==> config.mk <==
export PLATFORM = sky130hd
export DESIGN_NAME = baseline_payload_anomaly_detector_unit
export DESIGN_NICKNAME = d
export VERILOG_FILES = /design/src/sv/bpad_pkg.sv /design/src/sv/baseline_payload_anomaly_detector_unit.sv /design/src/sv/bpad_mem.sv /design/src/sv/bpad_rem.sv
export SDC_FILE = /design/constraint.sdc
export NUM_CORES = 1
export LEC_CHECK = 0
export BUFFER_PORTS_ARGS = -buffer_cell sky130_fd_sc_hd__buf_2
export CAP_MARGIN = 0
export CORE_MARGIN = 10
export CORE_UTILIZATION = 40
export CTS_CLUSTER_DIAMETER = 40
export DETAILED_ROUTE_END_ITERATION = 8
export PLACE_DENSITY = 0.58
export SLEW_MARGIN = 10
export SYNTH_ARGS = -nofsm -noshare
export SYNTH_HDL_FRONTEND = slang
export SYNTH_HIERARCHICAL = 1
export SYNTH_SLANG_ARGS = --single-unit
==> constraint.sdc <==
create_clock -name clk -period 5.4 [get_ports clk]
set_input_delay 0.27 -clock clk [delete_from_list [all_inputs] [get_ports clk]]
set_output_delay 0.27 -clock clk [all_outputs]
set_load 0.01 [all_outputs]
==> src/sv/bpad_pkg.sv <==
`default_nettype none
package bpad_pkg;

	// Defaults for the top-level parameters
	localparam int unsigned BaselineCountDef = 10;
	localparam int unsigned BufferBytesDef   = 16;

	// Fixed geometry set by the 16-bit fault masks
	localparam int unsigned Positions = 16;
	localparam int unsigned PosW      = 4;
	localparam int unsigned ByteW     = 8;
	localparam int unsigned StepW     = 9;

	typedef logic [PosW-1:0]  pos_t;
	typedef logic [ByteW-1:0] byte_t;

	// One memory entry per byte position
	typedef struct packed {
		byte_t                   first;
		logic signed [StepW-1:0] step;
		byte_t                   prev;
		logic                    changed;
		logic                    not_counter;
	} entry_t;

	// Memory access; one address serves read and write, never both at once
	typedef struct packed {
		logic   rd;
		logic   wr;
		pos_t   addr;
		entry_t wdata;
	} mem_req_t;

	// Remainder unit control and status
	typedef struct packed {
		logic  start;
		byte_t dividend;
		byte_t divisor;
	} div_req_t;

	typedef struct packed {
		logic busy;
		logic rem_nonzero;
	} div_rsp_t;

	typedef enum logic [1:0] {
		ST_IDLE,
		ST_EVAL,
		ST_DIV,
		ST_FIN
	} state_t;

endpackage
`default_nettype wire

==> src/sv/baseline_payload_anomaly_detector_unit.sv <==
`default_nettype none
// Channel   Dir  Handshake                  Fields
// data      in   data_valid / data_stall    data_byte
// result    out  result_valid / result_stall learning, anomaly,
//                                           static_fault_mask, counter_fault_mask
//
// A byte passes the accept, evaluate and finish states; a checked counter position
// adds a remainder state of 8 bit-serial steps between evaluate and finish.
// Per-position state sits in a 16-entry memory with a registered read; one byte
// is in flight at a time, so read-modify-write of an entry never overlaps.
// Reset clears control state and accumulators; no clearing pass is run.
// The last byte of a buffer waits in the finish cycle while a result is held
// under result_stall; other bytes proceed regardless.
module baseline_payload_anomaly_detector_unit import bpad_pkg::*; #(
	parameter int unsigned BASELINE_COUNT = BaselineCountDef,
	parameter int unsigned BUFFER_BYTES   = BufferBytesDef
) (
	input  wire logic                 clk,
	input  wire logic                 arst_n,
	input  wire logic                 data_valid,
	output logic                      data_stall,
	input  wire logic [ByteW-1:0]     data_byte,
	output logic                      result_valid,
	input  wire logic                 result_stall,
	output logic                      learning,
	output logic                      anomaly,
	output logic [Positions-1:0]      static_fault_mask,
	output logic [Positions-1:0]      counter_fault_mask
);

	localparam pos_t     LastPos = pos_t'(BUFFER_BYTES - 1);
	localparam pos_t     BaseCnt = pos_t'(BASELINE_COUNT);
	localparam pos_t     SeenOne = pos_t'(1);

	function automatic byte_t mag9(input logic signed [StepW-1:0] v);
		logic [StepW-1:0] n;
		n = -v;
		return v[StepW-1] ? n[ByteW-1:0] : v[ByteW-1:0];
	endfunction

	state_t state_q, state_d;

	pos_t                 pos_q;
	pos_t                 seen_q;
	byte_t                byte_q;
	logic [Positions-1:0] sacc_q;
	logic [Positions-1:0] cacc_q;
	logic                 out_valid_q;
	logic                 learning_q;
	logic                 anomaly_q;
	logic [Positions-1:0] smask_q;
	logic [Positions-1:0] cmask_q;

	mem_req_t mreq;
	entry_t   rd;
	entry_t   wd;
	div_req_t dreq;
	div_rsp_t drsp;

	logic                    accept;
	logic                    is_learning;
	logic                    is_last;
	logic                    out_free;
	logic                    load_out;
	logic [Positions-1:0]    pos_bit;
	logic signed [StepW-1:0] diff_first;
	logic signed [StepW-1:0] diff_prev;
	logic                    ne_first;
	logic                    static_hit;
	logic                    counter_cand;

	bpad_mem u_mem (
		.clk   (clk),
		.req   (mreq),
		.rdata (rd)
	);

	bpad_rem u_rem (
		.clk    (clk),
		.arst_n (arst_n),
		.req    (dreq),
		.rsp    (drsp)
	);

	assign is_learning = (seen_q < BaseCnt);
	assign is_last     = (pos_q == LastPos);
	assign out_free    = !out_valid_q || !result_stall;
	assign pos_bit     = {{(Positions-1){1'b0}}, 1'b1} << pos_q;

	// Evaluate the held byte against its entry
	always_comb begin
		diff_first   = $signed({1'b0, byte_q}) - $signed({1'b0, rd.first});
		diff_prev    = $signed({1'b0, byte_q}) - $signed({1'b0, rd.prev});
		ne_first     = (byte_q != rd.first);
		static_hit   = !rd.changed && ne_first;
		counter_cand = !rd.not_counter && (rd.step != '0);

		wd      = rd;
		wd.prev = byte_q;
		if (seen_q == '0) begin
			wd.first       = byte_q;
			wd.changed     = 1'b0;
			wd.not_counter = 1'b0;
		end else if (seen_q == SeenOne) begin
			wd.step        = diff_first;
			wd.changed     = rd.changed | ne_first;
			wd.not_counter = rd.not_counter | (diff_first == '0);
		end else begin
			wd.changed     = rd.changed | ne_first;
			wd.not_counter = rd.not_counter | (diff_prev != rd.step);
		end
	end

	// Next state
	always_comb begin
		state_d = state_q;
		case (state_q)
			ST_IDLE: begin
				if (data_valid) begin
					state_d = ST_EVAL;
				end
			end
			ST_EVAL: begin
				if (!is_learning && counter_cand) begin
					state_d = ST_DIV;
				end else begin
					state_d = ST_FIN;
				end
			end
			ST_DIV: begin
				if (!drsp.busy) begin
					state_d = ST_FIN;
				end
			end
			ST_FIN: begin
				if (!is_last || out_free) begin
					state_d = ST_IDLE;
				end
			end
			default: begin
				state_d = ST_IDLE;
			end
		endcase
	end

	// Control outputs per state
	always_comb begin
		data_stall    = 1'b1;
		accept        = 1'b0;
		load_out      = 1'b0;
		mreq.rd       = 1'b0;
		mreq.wr       = 1'b0;
		mreq.addr     = pos_q;
		mreq.wdata    = wd;
		dreq.start    = 1'b0;
		dreq.dividend = mag9(diff_first);
		dreq.divisor  = mag9(rd.step);
		case (state_q)
			ST_IDLE: begin
				data_stall = 1'b0;
				accept     = data_valid;
				mreq.rd    = data_valid;
			end
			ST_EVAL: begin
				mreq.wr    = is_learning;
				dreq.start = !is_learning && counter_cand;
			end
			ST_DIV: begin
			end
			ST_FIN: begin
				load_out = is_last && out_free;
			end
			default: begin
			end
		endcase
	end

	always_ff @(posedge clk or negedge arst_n) begin
		if (!arst_n) begin
			state_q <= ST_IDLE;
		end else begin
			state_q <= state_d;
		end
	end

	// Hold the accepted byte
	always_ff @(posedge clk) begin
		if (accept) begin
			byte_q <= data_byte;
		end
	end

	// Advance position and baseline count, accumulate faults
	always_ff @(posedge clk or negedge arst_n) begin
		if (!arst_n) begin
			pos_q  <= '0;
			seen_q <= '0;
			sacc_q <= '0;
			cacc_q <= '0;
		end else begin
			if (state_q == ST_EVAL && !is_learning && static_hit) begin
				sacc_q <= sacc_q | pos_bit;
			end
			if (state_q == ST_DIV && !drsp.busy && drsp.rem_nonzero) begin
				cacc_q <= cacc_q | pos_bit;
			end
			if (state_q == ST_FIN && !is_last) begin
				pos_q <= pos_q + 1'b1;
			end
			if (load_out) begin
				pos_q  <= '0;
				sacc_q <= '0;
				cacc_q <= '0;
				if (is_learning) begin
					seen_q <= seen_q + 1'b1;
				end
			end
		end
	end

	// Result word register; accumulators stay clear while learning
	always_ff @(posedge clk or negedge arst_n) begin
		if (!arst_n) begin
			out_valid_q <= 1'b0;
		end else if (load_out) begin
			out_valid_q <= 1'b1;
		end else if (!result_stall) begin
			out_valid_q <= 1'b0;
		end
	end

	always_ff @(posedge clk) begin
		if (load_out) begin
			learning_q <= is_learning;
			anomaly_q  <= |(sacc_q | cacc_q);
			smask_q    <= sacc_q;
			cmask_q    <= cacc_q;
		end
	end

	assign result_valid       = out_valid_q;
	assign learning           = learning_q;
	assign anomaly            = anomaly_q;
	assign static_fault_mask  = smask_q;
	assign counter_fault_mask = cmask_q;

endmodule
`default_nettype wire

==> src/sv/bpad_mem.sv <==
`default_nettype none
module bpad_mem import bpad_pkg::*; (
	input  wire logic     clk,
	input  wire mem_req_t req,
	output entry_t        rdata
);

	entry_t mem [Positions];
	entry_t rdata_q;

	// Write one entry, register the read data
	always_ff @(posedge clk) begin
		if (req.wr) begin
			mem[req.addr] <= req.wdata;
		end
		if (req.rd) begin
			rdata_q <= mem[req.addr];
		end
	end

	assign rdata = rdata_q;

endmodule
`default_nettype wire

==> src/sv/bpad_rem.sv <==
`default_nettype none
module bpad_rem import bpad_pkg::*; (
	input  wire logic     clk,
	input  wire logic     arst_n,
	input  wire div_req_t req,
	output div_rsp_t      rsp
);

	localparam int unsigned CntW = $clog2(ByteW);
	localparam logic [CntW-1:0] LastCnt = CntW'(ByteW - 1);

	logic            busy_q;
	logic [CntW-1:0] cnt_q;
	byte_t           rem_q;
	byte_t           dvd_q;
	byte_t           dsr_q;
	logic [ByteW:0]  trial;
	logic [ByteW:0]  rem_next;

	// One restoring step: bring down the next dividend bit, subtract if it fits
	always_comb begin
		trial = {rem_q, dvd_q[ByteW-1]};
		if (trial >= {1'b0, dsr_q}) begin
			rem_next = trial - {1'b0, dsr_q};
		end else begin
			rem_next = trial;
		end
	end

	// Sequence control
	always_ff @(posedge clk or negedge arst_n) begin
		if (!arst_n) begin
			busy_q <= 1'b0;
			cnt_q  <= '0;
		end else if (req.start) begin
			busy_q <= 1'b1;
			cnt_q  <= '0;
		end else if (busy_q) begin
			cnt_q <= cnt_q + 1'b1;
			if (cnt_q == LastCnt) begin
				busy_q <= 1'b0;
			end
		end
	end

	// Operands and partial remainder
	always_ff @(posedge clk) begin
		if (req.start) begin
			rem_q <= '0;
			dvd_q <= req.dividend;
			dsr_q <= req.divisor;
		end else if (busy_q) begin
			rem_q <= rem_next[ByteW-1:0];
			dvd_q <= {dvd_q[ByteW-2:0], 1'b0};
		end
	end

	assign rsp.busy        = busy_q;
	assign rsp.rem_nonzero = (rem_q != '0);

endmodule
`default_nettype wire

# [After elaboration in Yosys (flattened, before gate mapping)]
# Memories as Yosys holds them, arrays and structs flattened. A register that Yosys moved wholly into a read port is not among the register bits.
# Index checks and enable logic that the tools add are counted.
[totals] regBits=113 latchBits=0 ram_bits=432 romBits=0 inputBits=12 elab_cells=111 mem_count=1
[mem_list] name="u_mem.mem" words=16 width=27 read_ports=1 rd_clocked_by_memory_dff=1 write_ports=1 line_no="bpad_mem.sv:8" source="entry_t mem [Positions];"
[op_classes] addsub=8 n_mul=0 n_div=0 order_cmp=2 eq_ne=12 shifts=1 muxes=35 bitwise_logic=6 reduce_logical=30
[op_table] op="2-to-1 mux 16 bit" count=4
[op_table] op="2-to-1 mux 8 bit" count=6
[op_table] op="OR 16 bit" count=3
[op_table] op="2-to-1 mux 9 bit" count=2
[op_table] op="subtractor 8 x 8 -> 9 bit" count=2
[op_table] op="negation 8 bit" count=2
[op_table] op="OR reduction 16 bit" count=1
[op_table] op="left shift 1 x 4 -> 16 bit (first input constant)" count=1
[op_table] op="2-to-1 mux 1 bit" count=14
[op_table] op=">= comparator 9 x 8 -> 1 bit" count=1
[op_table] op="logical AND 1 bit" count=9
[op_table] op="logical NOT 9 bit" count=1
[op_table] op="inequality test 9 bit" count=1
[op_table] op="nonzero test 9 bit" count=1
[op_table] op="adder 4 x 1 -> 4 bit (second input constant)" count=2
[op_table] op="2-to-1 mux 2 bit" count=4
[op_table] op="2-to-1 mux 4 bit" count=2
[op_table] op="inequality test 8 bit" count=1
[op_table] op="one-hot mux 2 bit (4 select lines)" count=1
[op_table] op="nonzero test 2 bit" count=4
[op_table] op="nonzero test 8 bit" count=1
[op_table] op="subtractor 8 bit" count=1
[op_table] op="logical NOT 1 bit" count=7
[op_table] op="2-to-1 mux 3 bit" count=2
[op_table] op="other kinds (15)" count=21

# [Logic depth before layout (Yosys ltp)]
[depth] depth_word=6 mapped_depth=11

# [Modules after synthesis]
# Netlist, hierarchy kept.
[by_module_without_submodules] mod="bpad_mem" instances=1 cells_per_inst=712 area_per_inst_um2=17121.4 seq_area_each_um2=13783.2
[by_module_without_submodules] mod="baseline_payload_anomaly_detector_unit" instances=1 cells_per_inst=450 area_per_inst_um2=4693.3 seq_area_each_um2=2337.2
[by_module_without_submodules] mod="bpad_rem" instances=1 cells_per_inst=150 area_per_inst_um2=1592.8 seq_area_each_um2=740.7

# [Worst setup path before layout]
# OpenSTA, ideal clock, no wires.
[synth_timing] kind="register -> register" from="register seen_q[1]" to="memory u_mem/mem[0][0] in the netlist's numbering (enable)" setup_time_ns=0.445 arrival_ns=3.286 slack_ns=1.669 stages_incl_launch_ff=5 synth_period_minus_slack_ns=3.731 path_cell_list="dfrtp_1 -> o21ai_1 -> and2_1 -> or3b_2 -> nor3_1"
[synth_rtl] item="start: declaration" line_no="baseline_payload_anomaly_detector_unit.sv:44" source="pos_t seen_q;"
[synth_rtl] item="start signal: assignment" line_no="baseline_payload_anomaly_detector_unit.sv:215" source="seen_q <= seen_q + 1'b1;"
[synth_rtl] item="end: declaration" line_no="bpad_mem.sv:8"

==> results_dict.tcl <==
set metrics [dict create \
    worstReg2RegStart "byte_q[0]$_DFFE_PP_" \
    synth_area_um2 23400 \
    hp-class "in2reg" \
    post-cts-setup-buffer-count 0 \
    clkSlewWorstSetupHoldPaths_ns 0.05 \
    fp.dieW_um 262 \
    hold_start "data_valid" \
    worst_clock_skew_ns 0.0299 \
    dp_hpwl_um 30500 \
    vias 12500 \
    area_growth_pct 19.2 \
    holdPathStages 3 \
    crit_type "reg2reg" \
    r2r_end "u_mem/mem[1][0]$_DFFE_PP_" \
    syn_inst 1312 \
    gp_congestion 0.896 \
    ant_nets 0 \
    slew_headroom_pct 20.2 \
    final_cell_mix "edfxtp_1, mux4_2, clkbuf_16" \
    rsz0062_at_grt "no" \
    fin_tns_setup_ns 0 \
    synth_nets 1369 \
    layout_commonest_cell "edfxtp_1" \
    fillCellCount 4794 \
    worstPathArrival_ns 3.86 \
    finalSetupViolCount 0 \
    grt_max_degree 74 \
    max_freq_ghz 0.281 \
    synth_ff_type "edfxtp_1" \
    p_leak_nw 9.66 \
    ys_ff_latch 572 \
    maxCapViolCount 0 \
    cts_buffers 85 \
    antenna_found_initial 0 \
    die_area_um2 68600 \
    vdd_drop_max_uv 300 \
    async_flop_share_pct 8.22 \
    overflow 0 \
    num_antenna_cells 0 \
    hold_viol_final 0 \
    wirelength_um 53300 \
    htree_num_levels 3 \
    coreArea_um2 57800 \
    status "completed" \
    dr.pass1.iters 5 \
    final_nets 1500 \
    drc_errors 0 \
    row_count 88 \
    min_period_ns 3.56 \
    ys_warn_count 6 \
    cts_tree "built" \
    place_ws_ns 1.42 \
    post-route-period-util_pct 65.9 \
    r2r_cells 10 \
    dr.first_iter.drc_count 1037 \
    synth_cell_types 74 \
    clock_path_buffers 3 \
    insertion_delay_ns 0.63 \
    synth_edf_count 517 \
    worst_slew_pin_slew_ns 1.19 \
    drv_slew 0 \
    grt_pass1_vias 13000 \
    wl_per_cell_um 23.4 \
    critPathCaptureType "flip-flop" \
    required_ns 5.70 \
    synth_seq_area_share_pct 72.0 \
    drive_gt1_share_pct 25.1 \
    io_buffer_count 47 \
    vias_per_cell 5.49 \
    avgSynthCellArea_um2 17.8 \
    crit_path_max_fanout 18 \
    start_util_pct 40.5 \
    ios 48 \
    post-route-util_pct 48.3 \
    layout_setup_ws_ns 1.84 \
    grt_pass1_wl_um 80800 \
    min_to "state_q[1]$_DFFE_PN0P_" \
    powerDensity_nw_per_um2 562 \
    clockRootBuffer "clkbuf_16" \
    cts_num_sinks 572 \
    dieHeight_um 262 \
    worstSetupStartpointType "flip-flop" \
    rrSetupSlack_ns 1.84 \
    grt_usage_pct 15.8 \
]
[sequential cells by signal, indices dropped and copies added, names as in the netlist]
name and flops:
u_rem/cnt_q 3, u_rem/dvd_q 8, pos_q 4, u_rem/dsr_q 8, u_mem/rdata 27, cacc_q 16, anomaly 1, state_q 2
u_rem/rem_q 8, byte_q 8, learning 1, seen_q 4, u_mem/mem 432, u_rem/busy_q 1, result_valid 1, static_fault_mask 16
sacc_q 16, counter_fault_mask 16
[cells in the mapped netlist, types with 5 or more instances]
cell / instances / area, um2
o21ai_0: 31 / 155
buf_6: 7 / 78.8
dfrtp_1: 47 / 1180
a31oi_1: 21 / 131
edfxtp_1: 517 / 15500
and2_1: 13 / 81.3
ha_1: 42 / 526
buf_2: 9 / 45.0
mux2_2: 13 / 146
a21o_1: 6 / 45.0
nor3_1: 10 / 50.1
clkbuf_1: 34 / 128
mux4_2: 92 / 2070
dfxtp_1: 8 / 160
nand3_1: 9 / 45.0
nor4_1: 12 / 75.1
xor2_1: 10 / 87.6
a311oi_1: 5 / 43.8
inv_1: 45 / 169
mux4_1: 16 / 420
nor2b_1: 13 / 81.3
xnor2_1: 29 / 254
nand2_1: 69 / 259
a22oi_1: 55 / 413
nand2b_1: 12 / 75.1
a21oi_1: 26 / 130
nand4_1: 7 / 43.8
nor2_1: 73 / 274
[report_power, final]
group	internal [mW]	switching, mW	total [mW]	leakage [nW]
clock	3.58	2.10	5.68	1.43
combinational	1.50	2.25	3.75	2.87
sequential	5.86	0.386	6.24	5.36
total	10.9	4.73	15.7	9.66
[worst max-delay path: stages, from the launching register on]
cell and delay (ns):
edfxtp_1 0.61, inv_1 0.18, ha_1 0.19, inv_1 0.06
fa_1 0.42, a211oi_1 0.36, or4b_1 0.18, o2111a_1 0.26
o2111a_1 0.20, a31oi_1 0.12, a41oi_2 0.67
[per-layer routing]
layer,routed length [um],vias to the layer above,global-route usage (%)
met5,0,-,0
met1,23200,6529,20.9
met3,3100,75,3.11
met2,25900,356,25.8
li1,-,5542,-
met4,1190,0,5.65
[logic make-up after synthesis]
logic type / share of synthesized area, %
flops: 72.0
buf+inv: 1.99
mux: 11.4
compound gates: 5.70
fa+ha+maj: 2.50
xor+xnor: 1.46
simple gates: 4.96
[worst max-delay path by stage]
stage,slack (ns),endpoint,depth (start not counted),startpoint
final,1.84,u_mem/mem[1][0]$_DFFE_PP_,10,byte_q[0]$_DFFE_PP_
after global routing,1.56,u_mem/mem[1][0]$_DFFE_PP_,10,byte_q[0]$_DFFE_PP_
after CTS,1.42,u_mem/mem[2][0]$_DFFE_PP_,10,byte_q[0]$_DFFE_PP_
after detailed placement,1.42,u_mem/mem[10][0]$_DFFE_PP_,10,byte_q[0]$_DFFE_PP_
after global placement,1.57,u_mem/mem[8][0]$_DFFE_PP_,10,byte_q[0]$_DFFE_PP_
after floorplan,1.67,u_mem/mem[0][0]$_DFFE_PP_,4,seen_q[1]$_DFFE_PN0P_
[metrics by stage]
step / std cells / power [mW] / area, um2 / hold WS [ns]
after detailed placement: 2111 / 10.1 / 24800 / 0.406
after global placement: 2111 / 10.0 / 24800 / 0.400
after floorplan: 1312 / 8.82 / 23400 / -0.0256
final: 2279 / 15.7 / 27900 / 0.208
after CTS: 2279 / 15.8 / 27900 / 0.170
after global routing: 2279 / 16.4 / 27900 / 0.216
[cell type report]
cell class | instances | area [um2] | share of cell area [%]
Inverter | 45 | 169 | 0.605
Clock buffer | 91 | 2160 | 7.74
Sequential cell | 572 | 16900 | 60.4
Tap cell | 765 | 957 | 3.43
Clock inverter | 67 | 836 | 2.99
Multi-Input combinational cell | 638 | 6210 | 22.3
Timing Repair Buffer | 101 | 703 | 2.52
[timing repair]
action / in CTS / in global routing
setup endpoints to repair: 0 / 0
hold endpoints to repair: 56 / 0
resized for setup: 0 / 0
hold buffers: 10 / 0
Note: power is estimated with default switching activity, not from simulation.
